## src/hw/rtl/urcp_pkg.sv

```systemverilog
// package for the unique random cell picker
// widths, status and command codes, register indexes and the divider beat types
// no dependencies
`timescale 1ns / 1ps
`default_nettype none

package urcp_pkg;

  localparam int unsigned MAX_CELLS = 4096;
  localparam int unsigned CELL_W    = $clog2(MAX_CELLS);
  localparam int unsigned CNT_W     = $clog2(MAX_CELLS) + 1;
  localparam int unsigned REG_W     = 13;
  localparam int unsigned PROD_W    = 2 * REG_W;
  localparam int unsigned WORD_W    = 31;
  localparam int unsigned ROW_W     = 12;
  localparam int unsigned COL_W     = 12;
  localparam int unsigned STAT_W    = 2;
  localparam int unsigned IDX_W     = 8;
  localparam int unsigned STEP_W    = $clog2(WORD_W + 1);
  localparam int unsigned DIV_W     = (CNT_W > REG_W) ? CNT_W : REG_W;
  localparam int unsigned IN_DATA_W  = 32;
  localparam int unsigned OUT_DATA_W = 24;

  localparam logic [IDX_W-1:0] REG_ROWS = IDX_W'(0);
  localparam logic [IDX_W-1:0] REG_COLS = IDX_W'(1);

  localparam logic CMD_PICK  = 1'b0;
  localparam logic CMD_CLEAR = 1'b1;

  typedef enum logic [STAT_W-1:0] {
    ST_PICKED    = 2'd0,
    ST_EXHAUSTED = 2'd1,
    ST_CLEARED   = 2'd2
  } status_e;

  typedef struct packed {
    logic              start;
    logic [STEP_W-1:0] steps;
    logic [WORD_W-1:0] dividend;
    logic [DIV_W-1:0]  divisor;
  } div_req_t;

  typedef struct packed {
    logic              done;
    logic [WORD_W-1:0] quotient;
    logic [DIV_W-1:0]  remainder;
  } div_rsp_t;

endpackage

`default_nettype wire

```

## src/hw/rtl/urcp_divider.sv

```systemverilog
// shared restoring divider, one quotient bit per cycle, msb first
// the dividend is given aligned to the top and only the requested number of bits are worked
// depends on urcp_pkg
`timescale 1ns / 1ps
`default_nettype none

module urcp_divider (
  input  wire                     clk_i,
  input  wire                     rst_ni,
  input  wire urcp_pkg::div_req_t req_i,
  output urcp_pkg::div_rsp_t      rsp_o
);
  import urcp_pkg::*;

  logic              busy_q;
  logic              done_q;
  logic [STEP_W-1:0] left_q;
  logic [WORD_W-1:0] quo_q;
  logic [DIV_W-1:0]  rem_q;
  logic [DIV_W-1:0]  div_q;

  logic [DIV_W:0]    trial;
  logic              ge;
  logic [DIV_W:0]    diff;

  assign trial = {rem_q, quo_q[WORD_W-1]};
  assign ge    = (trial >= {1'b0, div_q});
  assign diff  = trial - {1'b0, div_q};

  always_ff @(posedge clk_i or negedge rst_ni) begin
    if (!rst_ni) begin
      busy_q <= 1'b0;
      done_q <= 1'b0;
      left_q <= '0;
    end else begin
      done_q <= 1'b0;
      if (req_i.start) begin
        busy_q <= 1'b1;
        left_q <= req_i.steps;
      end else if (busy_q) begin
        left_q <= left_q - STEP_W'(1);
        if (left_q == STEP_W'(1)) begin
          busy_q <= 1'b0;
          done_q <= 1'b1;
        end
      end
    end
  end

  always_ff @(posedge clk_i) begin
    if (req_i.start) begin
      quo_q <= req_i.dividend;
      rem_q <= '0;
      div_q <= req_i.divisor;
    end else if (busy_q) begin
      quo_q <= {quo_q[WORD_W-2:0], ge};
      rem_q <= ge ? diff[DIV_W-1:0] : trial[DIV_W-1:0];
    end
  end

  assign rsp_o.done      = done_q;
  assign rsp_o.quotient  = quo_q;
  assign rsp_o.remainder = rem_q;

endmodule

`default_nettype wire

```

## config.mk

```make
export PLATFORM = sky130hd
export DESIGN_NAME = urcp_divider
export DESIGN_NICKNAME = d
export VERILOG_FILES = /design/src/hw/rtl/urcp_pkg.sv /design/src/hw/rtl/urcp_divider.sv
export SDC_FILE = /design/constraint.sdc
export NUM_CORES = 1
export LEC_CHECK = 0
export BUFFER_PORTS_ARGS = -buffer_cell sky130_fd_sc_hd__buf_2
export CAP_MARGIN = 30
export CORE_UTILIZATION = 38
export DETAILED_ROUTE_END_ITERATION = 16
export PLACE_DENSITY_LB_ADDON = 0.15
export SLEW_MARGIN = 20
export SYNTH_ARGS = -nofsm -noshare
export SYNTH_HDL_FRONTEND = slang
export SYNTH_SLANG_ARGS = --single-unit
```

## constraint.sdc

```tcl
create_clock -name clk_i -period 2.2 [get_ports clk_i]
set_input_delay 0.44 -clock clk_i [delete_from_list [all_inputs] [get_ports clk_i]]
set_output_delay 0.44 -clock clk_i [all_outputs]
set_load 0.01 [all_outputs]
```

After elaboration in Yosys (flattened, before gate mapping)
Index checks and enable logic that the tools add are counted.
- add/sub/neg operators: 2
- $mul: 0
- div/mod/pow operators: 0
- $lt $le $gt $ge: 1
- eq/ne operators: 1
- shifts and indexed selects: 0
- muxes and demuxes: 11
- bitwise gates (word level): 0
- reduce and logical (&&, ||, !) cells: 1
- operators by type and width (cell ; count):
    $mux 31 ; 2
    $ge 14x13->1 ; 1
    $mux 13 ; 1
    $sub 13x13->13 ; 1
    $mux 5 ; 2
    $mux 1 ; 6
    $eq 5x1->1 const B ; 1
    $sub 5x1->5 const B ; 1
    $reduce_bool 2->1 ; 1
- flip-flop bits (word level): 64
- latch bits: 0
- bits in writable memories: 0
- bits in read-only memories: 0
- bits of input ports: 52
- output and inout bits: 45
- logic and storage cells: 22
- memories: 0

Logic depth before layout (Yosys ltp)
- depth in word-level cells: 4
- gate-level depth with buffers: 11

Worst setup path after synthesis
No wires, ideal clock.
- path kind: flip-flop to flip-flop
- start: register quo_q[30]
- end: register quo_q[0] (data pin)
- arrival: 2.231 ns
- data required time: 1.940 ns
- path slack: -0.291 ns
- stages on the path, launching flop included: 11
- buffers on the path: 0
- cells stage by stage: edfxtp_1 inv_1 ha_1 inv_1 fa_1 a211oi_1 o21ai_0 a21oi_1 a21o_2 nand2_1 mux2_2
- cells in the longest elaborated chain, start to end: 3
- ends and longest elaborated chain (item ; RTL line ; source):
    from (decl) ; urcp_divider.sv:18 ; logic [WORD_W-1:0] quo_q;
    from (signal assigned) ; urcp_divider.sv:52 ; quo_q <= req_i.dividend;
    from (signal assigned) ; urcp_divider.sv:56 ; quo_q <= {quo_q[WORD_W-2:0], ge};
    $ge 14x13->1 ; urcp_divider.sv:27 ; assign ge = (trial >= {1'b0, div_q});
    $mux 31 ; urcp_divider.sv:55 ; end else if (busy_q) begin
    $mux 31 ; urcp_divider.sv:51 ; if (req_i.start) begin
Every way passes these cells. The select of a mux whose other input is x is not followed.
A chain may end at the register's enable or synchronous reset.

Worst setup path after layout
Same ends and word-level chain as after synthesis.

==> results by group <==
Outcome
  – Status: finished, violations left
  – Failing checks: negative setup slack

Routing
  – Via density: roughly 5.2
  – Starting DRT DRC Count: 140
  – Drc violations: 0
  – Routed len/inst: 15.0 µm
  – DRT Pass-1 Iters: 4
  – Routed vias: around 2800
  – Total Wirelength: between 8000 and 9000 µm
  – Antenna Nets Post-Route: 0

Finish
  – Non-Filler Instances: 537
  – # fillers: around 760
  – Layout net count: 492
  – Area grow syn2layout: 32.6%
  – Final Core Density: 0.520
  – Layout cells sized above 1: 0.497
  – # diodes: 0

Critical path
  – Critical path type: reg2reg
  – Crit-path max FO: 4
  – Reg2reg end: quo_q[0]
  – Slowest cell on crit path: edfxtp_1
  – R2R setup slack: -130 ps
  – Critical Path AT: 2420 ps
  – Worst R2R Path Depth: 10
  – Worst EP required: 2300 ps
  – CP peak stage delay: 390 ps
  – FF-to-FF Start: quo_q[30]
  – Buffers & Inverters on Critical Path: 2
  – Crit path cell chain: inv_1, ha_2, inv_2, fa_2, a211oi_2, o21ai_2, a21oi_2, a21o_4, nand2_2, mux2_2
  – CP Launch Type: flip-flop
  – Worst setup EP type: flip-flop
  – CP top delay family: compound AO/OA/AOI/OAI gates

Yosys
  – Warnings from Yosys: 0
  – Syn Nets: 360
  – Multiplexer share of the synthesized area: 0.111
  – Mapped cell area: 3420 µm²
  – Syn Area/Cell: 11.7 µm²
  – Xor-xnor portion of the synthesized cell area: 0.0307
  – Cells after Synth: 292
  – Post-synth top flop: edfxtp_1
  – Async SR Flop Fraction: 0.109
  – EDFF count, synth: 44
  – Register bit total from synthesis: 64
  – Simple-gate share of the synthesized area: 0.100
  – Post-synthesis adder-cell area fraction: 0.0607
  – Post-synthesis compound-gate area fraction: 0.132
  – Yosys cell types: 51
  – Main combinational cell family by area after synthesis: compound AO/OA/AOI/OAI gates
  – Sequential element share of the synthesized area: 0.513

Placement
  – Post-DP HPWL: 5840 µm
  – Port Buffers: 96
  – Routability Congestion: 0.808
  – Dpl cells: 518

STA
  – RSZ-0062 raised after global routing: yes
  – Final worst path period need: 2330 ps
  – # setup viols final: 14
  – Setup WS post-layout: -127 ps
  – Final Hold Fails: 0
  – Final worst path period share: 1.06
  – Final TNS setup: -1430 ps
  – Measured slew at the worst slew-check pin: 453 ps
  – Worst Hold Slack: 269 ps
  – Rel. slew slack: 0.698
  – Clock skew: about 16 ps
  – Fmax achieved: 430 MHz
  – Max-slew violations: 0

Die
  – Num rows: 34
  – Die Width: 96.9 µm
  – Die H: around 97 µm
  – Starting Density: 0.393
  – Num ports: 97
  – Core ar.: 8720 µm²
  – Die area: 9390 µm²

Hold path
  – WHS Endpoint: div_q[0]
  – HP Class: in2reg
  – Min-Delay Path Depth: 1
  – Min-Delay Startpoint: req_i[0]

Clock tree
  – CTS buffer count: 9
  – Clock Latency Late Sink: around 340 ps
  – CTS Sinks: 64
  – Clk root buf: clkbuf_8
  – H-tree level count: 3
  – CTS tree: yes
  – CTS clk-pin slew, worst paths: 80 ps
  – CTS Buffer Depth: 2

Global route
  – Grt total ovfl: 0
  – Vias in the first global route: 2674
  – First-pass GRT wire length: 13200 µm
  – Initial antenna violation count: 0
  – GRT Total Usage: 0.178
  – Largest net degree at the start of global routing: 32

Power
  – Pwr per Cell Area: 961 nW/µm²
  – Pleak: roughly 2.1 nW
  – VDD IR max: 0.404 mV

Flow run
  – Max Cap Viol: 0
[worst reg2reg max path, cell delays in order, from the launching register on]
cell      delay [ps]
edfxtp_1         390
inv_1             70
ha_2             170
inv_2             40
fa_2             340
a211oi_2         240
o21ai_2          110
a21oi_2          210
a21o_4           200
nand2_2           60
mux2_2           250
[synth_stat cells (5+ instances only)]
master,number,area (µm²)
ha_1,15,188
clkbuf_1,5,18.8
buf_6,6,67.6
xnor2_1,8,70.1
edfxtp_1,44,1320
inv_1,20,75.1
nand2_1,17,63.8
nand3_1,14,70.1
mux2_2,33,372
a311oi_1,9,78.8
a21o_1,5,37.5
o21ai_1,7,35.0
dfxtp_1,13,260
a21oi_1,10,50.1
nor2_1,15,56.3
o21ai_0,12,60.1
dfrtp_1,7,175
[registers in the layout, indices dropped and copies added (netlist names)]
name / flops
busy_q: 1
div_q: 13
left_q: 5
done_q: 1
quo_q: 31
rem_q: 13
[report_power, final]
part	switching [mW]	internal, mW
logic	0.855	0.853
clock network	0.482	0.521
registers	0.134	1.51
total	1.47	2.89
[per-stage QoR]
step / power (mW) / setup slack, ps / area, µm²
after floorplan: 2.67 / -121 / 3430
after global routing: 4.65 / -287 / 4540
after detailed placement: 3.30 / -116 / 4230
after global placement: 3.28 / -82.1 / 4230
final: 4.36 / -127 / 4540
after CTS: 4.35 / -123 / 4450
[logic make-up after synthesis]
logic type | count (synthesis)
buffers and inverters | 34
multiplexers | 34
AO/OA/AOI/OAI | 64
AND/OR/NAND/NOR | 68
flip-flops | 64
adder cells (fa/ha/maj) | 16
XOR/XNOR | 12
[repair_timing]
| item | in CTS | in global routing |
|---|---|---|
| cloned | 0 | 1 |
| hold buffers | 1 | 0 |
| gates resized for setup | 5 | 12 |
| hold endpoints to repair | 7 | 0 |
| buffers inserted | 0 | 1 |
| endpoints found under the setup margin | 14 | 14 |
| pin swaps | 0 | 13 |
[metal layers]
layer | vias up | share of wire | track usage | wire, µm
met4 | 0 | 0.0057 | 0.0517 | 46
met3 | 4 | 0.078 | 0.0556 | 632
li1 | 1357 | - | - | -
met5 | - | 0 | 0 | 0
met2 | 97 | 0.47 | 0.275 | 3790
met1 | 1327 | 0.45 | 0.242 | 3600
[area by class of cell]
type	instances	area, µm²	area share
Sequential cell	64	1760	0.387
Multi-Input combinational cell	194	1570	0.346
Timing Repair Buffer	135	806	0.178
Tap cell	108	135	0.0298
Clock buffer	9	124	0.0273
Inverter	20	75.1	0.0165
Clock inverter	7	70.1	0.0154
[how the worst max path moves through the flow]
stage / start / end / slack (ps) / cells after the start
finish: quo_q[30] / quo_q[0] / -130 / 10
global route: quo_q[30] / rem_q[12] / -290 / 11
CTS: quo_q[30] / rem_q[12] / -120 / 10
detailed placement: quo_q[30] / rem_q[6] / -120 / 11
global placement: quo_q[30] / rem_q[12] / -80 / 10
floorplan: quo_q[30] / quo_q[0] / -120 / 10
[layout by cell type, fill, tap and decap left out, types with 6 or more instances in the layout]
cell      count
inv_1        19
a311oi_2      6
clkbuf_8      9
ha_1         14
buf_4        36
nor2_1       15
dfrtp_1       7
edfxtp_1     44
o21ai_0      11
nand3_1       9
dfxtp_1      13
xnor2_1       8
nand2_1      16
buf_2        96
o21ai_1       7
mux2_2       33
a21oi_1       9
Power figures use the tool's default switching activity.
